### config.mk
export PLATFORM = sky130hd
export DESIGN_NAME = alpha_over_blend_core
export DESIGN_NICKNAME = d
export VERILOG_FILES = /design/src/hw/rtl/aob_pkg.sv /design/src/hw/rtl/aob_lane.sv /design/src/hw/rtl/aob_merge.sv /design/src/hw/rtl/alpha_over_blend_core.sv
export SDC_FILE = /design/constraint.sdc
export NUM_CORES = 2
export LEC_CHECK = 0
export ABC_CLOCK_PERIOD_IN_PS = 10600
export BUFFER_PORTS_ARGS = -buffer_cell sky130_fd_sc_hd__clkbuf_2
export CAP_MARGIN = 20
export CORE_MARGIN = 2
export CORE_UTILIZATION = 45
export CTS_BUF_LIST = sky130_fd_sc_hd__clkbuf_2 sky130_fd_sc_hd__clkbuf_4 sky130_fd_sc_hd__clkbuf_8
export DETAILED_ROUTE_END_ITERATION = 12
export PLACE_DENSITY = 0.63
export REMOVE_ABC_BUFFERS = 1
export SLEW_MARGIN = 5
export SYNTH_ARGS = -nofsm -noshare
export SYNTH_HDL_FRONTEND = slang
export SYNTH_SLANG_ARGS = --single-unit
export TNS_END_PERCENT = 10
### constraint.sdc
create_clock -name clk -period 10.6 [get_ports clk]
set_clock_uncertainty 0.05 [all_clocks]
set_input_delay 0 -clock clk [delete_from_list [all_inputs] [get_ports clk]]
set_output_delay 0 -clock clk [all_outputs]
set_load 0.005 [all_outputs]
### src/hw/rtl/aob_pkg.sv
// ----------------------------------------------------------------------------
// aob_pkg - shared types and constants for the alpha-over blend core
// Pixel beat structs, lane assignment and pipeline geometry.
// ----------------------------------------------------------------------------
package aob_pkg;

	localparam int PIX_W       = 8;
	localparam int WGT_W       = 16;          // fa*255 + ba*(255-fa) <= 255*255
	localparam int NUM_W       = 24;          // colour numerator <= 255*W
	localparam int QUO_W       = 8;           // one restoring step per quotient bit
	localparam int LANE_STAGES = QUO_W + 3;   // products, sum, steps, rounding
	localparam int PIPE_D      = LANE_STAGES + 2;
	localparam int NUM_LANES   = 3;

	localparam int LANE_RED    = 0;
	localparam int LANE_GREEN  = 1;
	localparam int LANE_BLUE   = 2;

	localparam logic [PIX_W-1:0] FULL_SCALE = PIX_W'(255);

	typedef struct packed {
		logic [PIX_W-1:0] fg_red;
		logic [PIX_W-1:0] fg_green;
		logic [PIX_W-1:0] fg_blue;
		logic [PIX_W-1:0] fg_alpha;
		logic [PIX_W-1:0] bg_red;
		logic [PIX_W-1:0] bg_green;
		logic [PIX_W-1:0] bg_blue;
		logic [PIX_W-1:0] bg_alpha;
	} aob_pair_t;

	typedef struct packed {
		logic [PIX_W-1:0] out_red;
		logic [PIX_W-1:0] out_green;
		logic [PIX_W-1:0] out_blue;
		logic [PIX_W-1:0] out_alpha;
	} aob_blend_t;

	// Per-beat data that rides alongside the lanes
	typedef struct packed {
		logic             wzero;
		logic [PIX_W-1:0] alpha;
	} aob_side_t;

endpackage

### src/hw/rtl/aob_lane.sv
// ----------------------------------------------------------------------------
// aob_lane - one weighted-sum and rounding divider lane
// Forms fc*fa_w + bc*ba_w and divides it by den, rounding half up, with one
// restoring step per pipeline stage.
// ----------------------------------------------------------------------------
module aob_lane (
	input  logic                            clk,
	input  logic [aob_pkg::LANE_STAGES-1:0] adv,
	input  logic [aob_pkg::PIX_W-1:0]       fc,
	input  logic [aob_pkg::PIX_W-1:0]       bc,
	input  logic [aob_pkg::WGT_W-1:0]       fa_w,
	input  logic [aob_pkg::WGT_W-1:0]       ba_w,
	input  logic [aob_pkg::WGT_W-1:0]       den,
	output logic [aob_pkg::PIX_W-1:0]       quo
);
	import aob_pkg::*;

	logic [NUM_W-1:0] prod_f_s2, prod_b_s2;
	logic [WGT_W-1:0] den_s2;
	logic [NUM_W-1:0] num_s3;
	logic [WGT_W-1:0] den_s3;

	// Divider stages, indexed by step (stage s4 onwards)
	logic [QUO_W-1:0][NUM_W-1:0] div_rem_s;
	logic [QUO_W-1:0][WGT_W-1:0] div_den_s;
	logic [QUO_W-1:0][QUO_W-1:0] div_quo_s;

	logic [PIX_W-1:0] quo_s12;
	logic [NUM_W-1:0] rem_last;
	logic [WGT_W-1:0] den_last;
	logic             round_up;

	always_ff @(posedge clk) begin
		if (adv[0]) begin
			prod_f_s2 <= NUM_W'(fc) * NUM_W'(fa_w);
			prod_b_s2 <= NUM_W'(bc) * NUM_W'(ba_w);
			den_s2    <= den;
		end
		if (adv[1]) begin
			num_s3 <= prod_f_s2 + prod_b_s2;
			den_s3 <= den_s2;
		end
	end

	for (genvar k = 0; k < QUO_W; k++) begin : g_step
		logic [NUM_W-1:0] rem_in;
		logic [NUM_W-1:0] trial;
		logic [WGT_W-1:0] den_in;
		logic [QUO_W-1:0] quo_in;

		if (k == 0) begin : g_first
			assign rem_in = num_s3;
			assign den_in = den_s3;
			assign quo_in = '0;
		end else begin : g_next
			assign rem_in = div_rem_s[k-1];
			assign den_in = div_den_s[k-1];
			assign quo_in = div_quo_s[k-1];
		end

		assign trial = NUM_W'(den_in) << (QUO_W - 1 - k);

		always_ff @(posedge clk) begin
			if (adv[k+2]) begin
				if (rem_in >= trial) begin
					div_rem_s[k] <= rem_in - trial;
					div_quo_s[k] <= quo_in | (QUO_W'(1) << (QUO_W - 1 - k));
				end else begin
					div_rem_s[k] <= rem_in;
					div_quo_s[k] <= quo_in;
				end
				div_den_s[k] <= den_in;
			end
		end
	end

	// Remainder is below den here, so it fits the weight width
	assign rem_last = div_rem_s[QUO_W-1];
	assign den_last = div_den_s[QUO_W-1];
	assign round_up = {rem_last[WGT_W-1:0], 1'b0} >= {1'b0, den_last};

	always_ff @(posedge clk) begin
		if (adv[QUO_W+2]) begin
			quo_s12 <= div_quo_s[QUO_W-1] + PIX_W'(round_up);
		end
	end

	assign quo = quo_s12;

endmodule

### src/hw/rtl/aob_merge.sv
// ----------------------------------------------------------------------------
// aob_merge - lane merge and output register
// Gathers the colour lane quotients, clears colour for a fully transparent
// pair and attaches the blended alpha carried beside the lanes.
// ----------------------------------------------------------------------------
module aob_merge (
	input  logic                                                  clk,
	input  logic                                                  load,
	input  aob_pkg::aob_side_t                                    side,
	input  logic [aob_pkg::NUM_LANES-1:0][aob_pkg::PIX_W-1:0]     quo,
	output aob_pkg::aob_blend_t                                   blend
);
	import aob_pkg::*;

	aob_blend_t blend_s13;

	always_ff @(posedge clk) begin
		if (load) begin
			// zero weight: colour lanes divided by nothing, drop them
			blend_s13.out_red   <= side.wzero ? '0 : quo[LANE_RED];
			blend_s13.out_green <= side.wzero ? '0 : quo[LANE_GREEN];
			blend_s13.out_blue  <= side.wzero ? '0 : quo[LANE_BLUE];
			blend_s13.out_alpha <= side.alpha;
		end
	end

	assign blend = blend_s13;

endmodule

### src/hw/rtl/alpha_over_blend_core.sv
// ----------------------------------------------------------------------------
// alpha_over_blend_core - straight-alpha RGBA "over" compositor
// Three colour lanes divide in parallel, alpha rides beside them, and a
// merge stage assembles the output pixel.
// ----------------------------------------------------------------------------
// Usage:
//   pair  / pair_valid  / pair_stall  : foreground and background pixel in.
//   blend / blend_valid / blend_stall : composited pixel out.
//   A beat moves when valid is high and stall is low.
// An accepted pair beat reaches blend_valid through one stage
// for the alpha weights, two for the lane products and sum, eight for the
// restoring divider (one quotient bit per stage), one for rounding and one
// for the merge/output register. Throughput is one pixel per cycle while
// blend_stall is low, set by the fully pipelined divider.
// Each stage holds only while the stage after it is full and held, so empty
// slots close up under a blend_stall and pair_stall rises only once all 13
// stages hold pixels.
// Reset clears every stage valid; no pixel is in flight after reset.
// ----------------------------------------------------------------------------
module alpha_over_blend_core (
	input  logic                clk,
	input  logic                arst_n,
	input  aob_pkg::aob_pair_t  pair,
	input  logic                pair_valid,
	output logic                pair_stall,
	output aob_pkg::aob_blend_t blend,
	output logic                blend_valid,
	input  logic                blend_stall
);
	import aob_pkg::*;

	logic [PIPE_D-1:0] vld_q;
	logic [PIPE_D:0]   ready;

	aob_pair_t        pix_s1;
	logic [WGT_W-1:0] fa_w_s1, ba_w_s1;
	logic             wzero_s1;
	logic [WGT_W-1:0] wgt;

	logic [WGT_W-1:0] ba_bias;
	logic [WGT_W-1:0] ba_sum;
	logic [PIX_W-1:0] alpha_mix;

	aob_side_t [LANE_STAGES-1:0] side_s;
	aob_side_t                   side_in;

	logic [NUM_LANES-1:0][PIX_W-1:0] lane_fc, lane_bc, lane_quo;
	logic [NUM_LANES-1:0][WGT_W-1:0] lane_den;

	// Ready chain: a stage loads when empty or when the next one loads
	for (genvar k = 0; k < PIPE_D; k++) begin : g_ready
		assign ready[k] = !vld_q[k] || ready[k+1];
	end
	assign ready[PIPE_D] = !blend_stall;

	assign pair_stall  = !ready[0];
	assign blend_valid = vld_q[PIPE_D-1];

	always_ff @(posedge clk or negedge arst_n) begin
		if (!arst_n) begin
			vld_q <= '0;
		end else begin
			for (int k = 0; k < PIPE_D; k++) begin
				if (ready[k]) begin
					vld_q[k] <= (k == 0) ? pair_valid : vld_q[k-1];
				end
			end
		end
	end

	// Stage 1: alpha weights
	always_ff @(posedge clk) begin
		if (ready[0]) begin
			pix_s1   <= pair;
			fa_w_s1  <= WGT_W'(pair.fg_alpha) * WGT_W'(FULL_SCALE);
			ba_w_s1  <= WGT_W'(pair.bg_alpha) * WGT_W'(FULL_SCALE - pair.fg_alpha);
			wzero_s1 <= (pair.fg_alpha == '0) && (pair.bg_alpha == '0);
		end
	end

	assign wgt = fa_w_s1 + ba_w_s1;

	// Round ba_w/255 half up as floor(x/255) with x = ba_w + 127;
	// below 2^16, floor(x/255) is (x + 1 + (x >> 8)) >> 8
	assign ba_bias   = ba_w_s1 + WGT_W'(127);
	assign ba_sum    = ba_w_s1 + WGT_W'(128) + (ba_bias >> PIX_W);
	assign alpha_mix = pix_s1.fg_alpha + ba_sum[WGT_W-1:PIX_W];

	always_comb begin
		lane_fc[LANE_RED]    = pix_s1.fg_red;
		lane_bc[LANE_RED]    = pix_s1.bg_red;
		lane_den[LANE_RED]   = wgt;
		lane_fc[LANE_GREEN]  = pix_s1.fg_green;
		lane_bc[LANE_GREEN]  = pix_s1.bg_green;
		lane_den[LANE_GREEN] = wgt;
		lane_fc[LANE_BLUE]   = pix_s1.fg_blue;
		lane_bc[LANE_BLUE]   = pix_s1.bg_blue;
		lane_den[LANE_BLUE]  = wgt;
	end

	for (genvar l = 0; l < NUM_LANES; l++) begin : g_lane
		aob_lane u_lane (
			.clk  (clk),
			.adv  (ready[LANE_STAGES:1]),
			.fc   (lane_fc[l]),
			.bc   (lane_bc[l]),
			.fa_w (fa_w_s1),
			.ba_w (ba_w_s1),
			.den  (lane_den[l]),
			.quo  (lane_quo[l])
		);
	end

	// Side data follows the lanes stage for stage
	assign side_in = '{wzero: wzero_s1, alpha: alpha_mix};

	always_ff @(posedge clk) begin
		for (int j = 0; j < LANE_STAGES; j++) begin
			if (ready[j+1]) begin
				side_s[j] <= (j == 0) ? side_in : side_s[j-1];
			end
		end
	end

	aob_merge u_merge (
		.clk   (clk),
		.load  (ready[PIPE_D-1]),
		.side  (side_s[LANE_STAGES-1]),
		.quo   (lane_quo),
		.blend (blend)
	);

`ifndef SYNTHESIS
	// Input holds off only when every stage is occupied
	a_stall_full: assert property (@(posedge clk) disable iff (!arst_n)
		pair_stall |-> (&vld_q))
		else $error("pair_stall with an empty pipeline slot");

	// A free-running receiver never backs up the source
	a_no_stall: assert property (@(posedge clk) disable iff (!arst_n)
		!blend_stall |-> !pair_stall)
		else $error("pair_stall while the output drains");

	// Occupancy follows accepted and delivered beats
	a_occupancy: assert property (@(posedge clk) disable iff (!arst_n)
		1'b1 |=> ($countones(vld_q) == $past($countones(vld_q))
			+ $past(int'(pair_valid && !pair_stall))
			- $past(int'(blend_valid && !blend_stall))))
		else $error("pixel lost or duplicated in the pipeline");
`endif

endmodule
==> results.py <==
metrics = {
    "outcome": {
        "status": "finished clean",
    },
    "timing": {
        "setup_viol": 0,
        "fin_crit_sh": 0.561,
        "worst_pin_slew_ns": 1.07,
        "fmax_mhz": 168,
        "hold_violations": 0,
        "min_period_ns": 5.95,
        "rsz0062_at_grt": "false",
        "max-slew-margin-rel": 0.276,
        "slew_viol_final": 0,
        "tns_ns": 0,
    },
    "synth": {
        "yosysSeqAreaShare": 0.404,
        "ys.flop_type": "edfxtp_1",
        "syn_inst": 8825,
        "yosys_warnings": 0,
        "ys_ff_latch": 1292,
        "async_reset_ff_frac": 0.0101,
        "syn_area_per_cell_um2": 10.9,
        "yosysUniqueCellTypes": 80,
        "synth-edff-count": 1279,
        "syn-cell-area_um2": 95800,
    },
    "worst_setup_path": {
        "cp_max_fo": 16,
        "cpPeakStageDelay_ns": 0.59,
        "crit_family": "adder cells",
        "reg2reg_slack_ns": 4.65,
        "reg2reg_to": "g_lane[2].u_lane.prod_b_s2[22]",
        "critPathLaunchType": "flop",
        "critPathCaptureType": "flop",
        "crit_required_ns": 11.24,
        "r2r_start": "ba_w_s1[5]",
        "cp_slowest_cell": "edfxtp_1",
        "cp_cell_sequence": "buf_4 > and2_1 > fa_1 > inv_1 > fa_1 > inv_1 > fa_1 > inv_1 > fa_1 > inv_1 > ha_1 > and2_1 > a31o_2 > nor3_1 > o311ai_0 > a31oi_1 > a211oi_1 > a211o_1 > a21oi_1 > xnor2_1",
        "critPathBufInv": 5,
        "r2r_cells": 20,
        "crit_type": "reg2reg",
        "worstPathArrival_ns": 6.59,
    },
    "clock_network": {
        "cts_resized": 0,
        "cts_tree": "yes",
        "htreeDepth": 4,
        "post_cts_buffers": 0,
        "cts_buffers": 217,
        "cts.sinks": 1292,
        "clock_path_buffers": 3,
        "clkSlewWorstSetupHoldPaths_ns": 0.08,
        "clockRootBuffer": "clkbuf_8",
        "clk_latency_ns": 1.01,
    },
    "placed_design": {
        "port_buffers": 101,
        "place_inst": 11600,
        "routabilityCongestion": 0.943,
        "dp_hpwl_mm": 191,
        "placed_cell_area_um2": 99700,
    },
    "floorplanning": {
        "die-area_um2": 217000,
        "ioPinCount": 102,
        "die_h_um": 465,
        "start_util": 0.452,
        "fp.dieW_um": 465,
        "num_rows": 169,
        "fp.coreArea_um2": 212000,
    },
    "global_routing": {
        "grt_pass1_wl_mm": 378,
        "grt_pass1_vias": 67800,
        "grt_max_degree": 147,
        "grt-ovfl-total": 0,
        "grt.total_usage": 0.224,
        "antenna_found_initial": 6,
    },
    "finish": {
        "syn_to_final_growth_pct": 10.5,
        "final_nets": 10700,
        "drive_gt1_frac": 0.0765,
        "final_cells": 12200,
        "fin_area_um2": 106000,
    },
    "routing": {
        "routed_wirelength_mm": 241,
        "via_count": 65200,
        "routed_via_density": 5.36,
        "drtIter0Drc": 3971,
        "drtAntennaViolNets": 0,
        "routedWlPerCell_um": 19.9,
        "drc": 0,
        "drt-pass1-iter-count": 8,
    },
    "hold_path": {
        "hold_start": "pair[38]",
        "holdPathEnd": "pix_s1[38]",
        "hold_class": "in2reg",
        "min_path_cells": 2,
    },
    "job": {
        "maxCapViolCount": 0,
    },
}
==> flip-flops by register name (all words and copies together), names as in the netlist <==
signal / cells
ba_w_s1: 16
fa_w_s1: 15
g_lane.u_lane.den_last: 16
g_lane.u_lane.den_s2: 16
g_lane.u_lane.den_s3: 16
g_lane.u_lane.div_quo_s: 24
g_lane.u_lane.g_step.den_in: 112
g_lane.u_lane.g_step.quo_in: 84
g_lane.u_lane.g_step.rem_in: 576
g_lane.u_lane.prod_b_s2: 72
g_lane.u_lane.prod_f_s2: 72
g_lane.u_lane.quo: 24
g_lane.u_lane.rem_last: 48
lane_bc: 24
lane_fc: 24
pix_s1: 8
side_s: 99
u_merge.blend: 32
vld_q: 13
wzero_s1: 1
==> repair_timing <==
item,4_1_cts,5_1_grt
hold buffers,124,0
endpoints found under the setup margin,0,0
endpoints found under the hold margin,185,0
==> routing by layer <==
metal  GRT usage  vias up  part of all wire
met2       0.398     1542              0.50
met4       0.136        0             0.067
li1            -    31500                 -
met3      0.0271      493             0.036
met1       0.257    31600              0.39
met5           0        -                 0
==> cells in the mapped netlist, drive strengths merged, types with 16 or more instances <==
library cell  count  area share
a21boi           29      0.0023
nor2            484       0.019
xnor2           371       0.034
o211ai           31      0.0024
nand4b           23      0.0021
o41ai            21      0.0022
buf              28      0.0014
a31oi            45      0.0030
nand2b           95      0.0062
and2            525       0.034
o21ai           377       0.020
a21oi           475       0.025
or4              20      0.0016
ha              882        0.12
nor2b           149      0.0097
mux2            106       0.012
o21bai           39      0.0031
inv             974       0.038
clkbuf          167      0.0065
a211o            18      0.0016
mux2i            27      0.0028
a2111oi          16      0.0017
nand4            63      0.0041
a211oi           64      0.0051
nand2           692       0.027
edfxtp         1279        0.40
and3             50      0.0033
fa              600        0.13
o31ai            57      0.0045
o21a            118      0.0093
nor3            176      0.0092
o31a             20      0.0018
or3              60      0.0039
a21o            158       0.012
nor4             45      0.0029
nand3           141      0.0074
xor2            201       0.018
or2              34      0.0022
==> layout by cell type, fill, tap and decap left out, types with 63 or more instances in the layout <==
master / netlist / routed
xnor2_1: 371 / 371
nand2b_1: 95 / 95
dlygate4sd3_1: 0 / 124
and2_1: 525 / 525
mux2_2: 104 / 104
xor2_1: 201 / 201
o21ai_0: 370 / 370
nor2b_1: 149 / 149
clkbuf_2: 0 / 101
buf_4: 3 / 65
ha_1: 882 / 882
nor3_1: 176 / 176
clkbuf_8: 0 / 217
nor2_1: 484 / 484
a21o_1: 158 / 158
nand3_1: 141 / 138
nand4_1: 63 / 63
a21oi_1: 475 / 472
inv_1: 971 / 967
fa_1: 600 / 600
nand2_1: 692 / 689
edfxtp_1: 1279 / 1279
o21a_1: 118 / 118
==> worst max-delay path by stage <==
stage                                           endpoint  slack [ns]        from  depth (start not counted)
after floorplan               g_lane[0].u_lane.den_s2[0]        2.05   vld_q[12]                          8
after global placement    g_lane[0].u_lane.prod_b_s2[23]        4.71  ba_w_s1[5]                         19
after detailed placement  g_lane[2].u_lane.prod_b_s2[22]        4.72  ba_w_s1[5]                         20
after CTS                 g_lane[2].u_lane.prod_b_s2[22]        4.68  ba_w_s1[5]                         20
after global routing      g_lane[2].u_lane.prod_b_s2[23]        4.37  ba_w_s1[5]                         20
final                     g_lane[2].u_lane.prod_b_s2[22]        4.65  ba_w_s1[5]                         20
==> per-stage QoR <==
stage               utilization  worst slack (ns)  hold WS [ns]
floorplan                     -              2.05        -0.346
global placement          0.471              4.71        -0.124
detailed placement        0.471              4.72        -0.115
CTS                       0.499              4.68        0.0182
global route              0.499              4.37        0.0858
finish                    0.499              4.65         0.140
==> cells by family (layout without fill, tap and decap cells) <==
| logic type | Yosys count | after routing | share of synthesized area |
|---|---|---|---|
| XOR/XNOR | 572 | 572 | 0.0523 |
| other | 0 | 4 | 0 |
| buffers and inverters | 1169 | 1674 | 0.0461 |
| AO/OA/AOI/OAI | 1581 | 1581 | 0.105 |
| multiplexers | 133 | 133 | 0.0153 |
| flip-flops | 1292 | 1292 | 0.404 |
| AND/OR/NAND/NOR | 2596 | 2596 | 0.136 |
| adder cells (fa/ha/maj) | 1482 | 1482 | 0.241 |
==> cell type report <==
cell class | instances | area [um^2]
antenna | 4 | 10.0
clock buffer | 259 | 3300
clock inverter | 148 | 1490
fill | 18900 | 106000
inverter | 974 | 3670
multi-input combinational | 6364 | 52800
sequential | 1292 | 38700
tap | 2821 | 3530
timing repair buffer | 293 | 2290
Power is not shown: default switching activity piles up to over one toggle a cycle in this logic, so the estimate is an artifact.
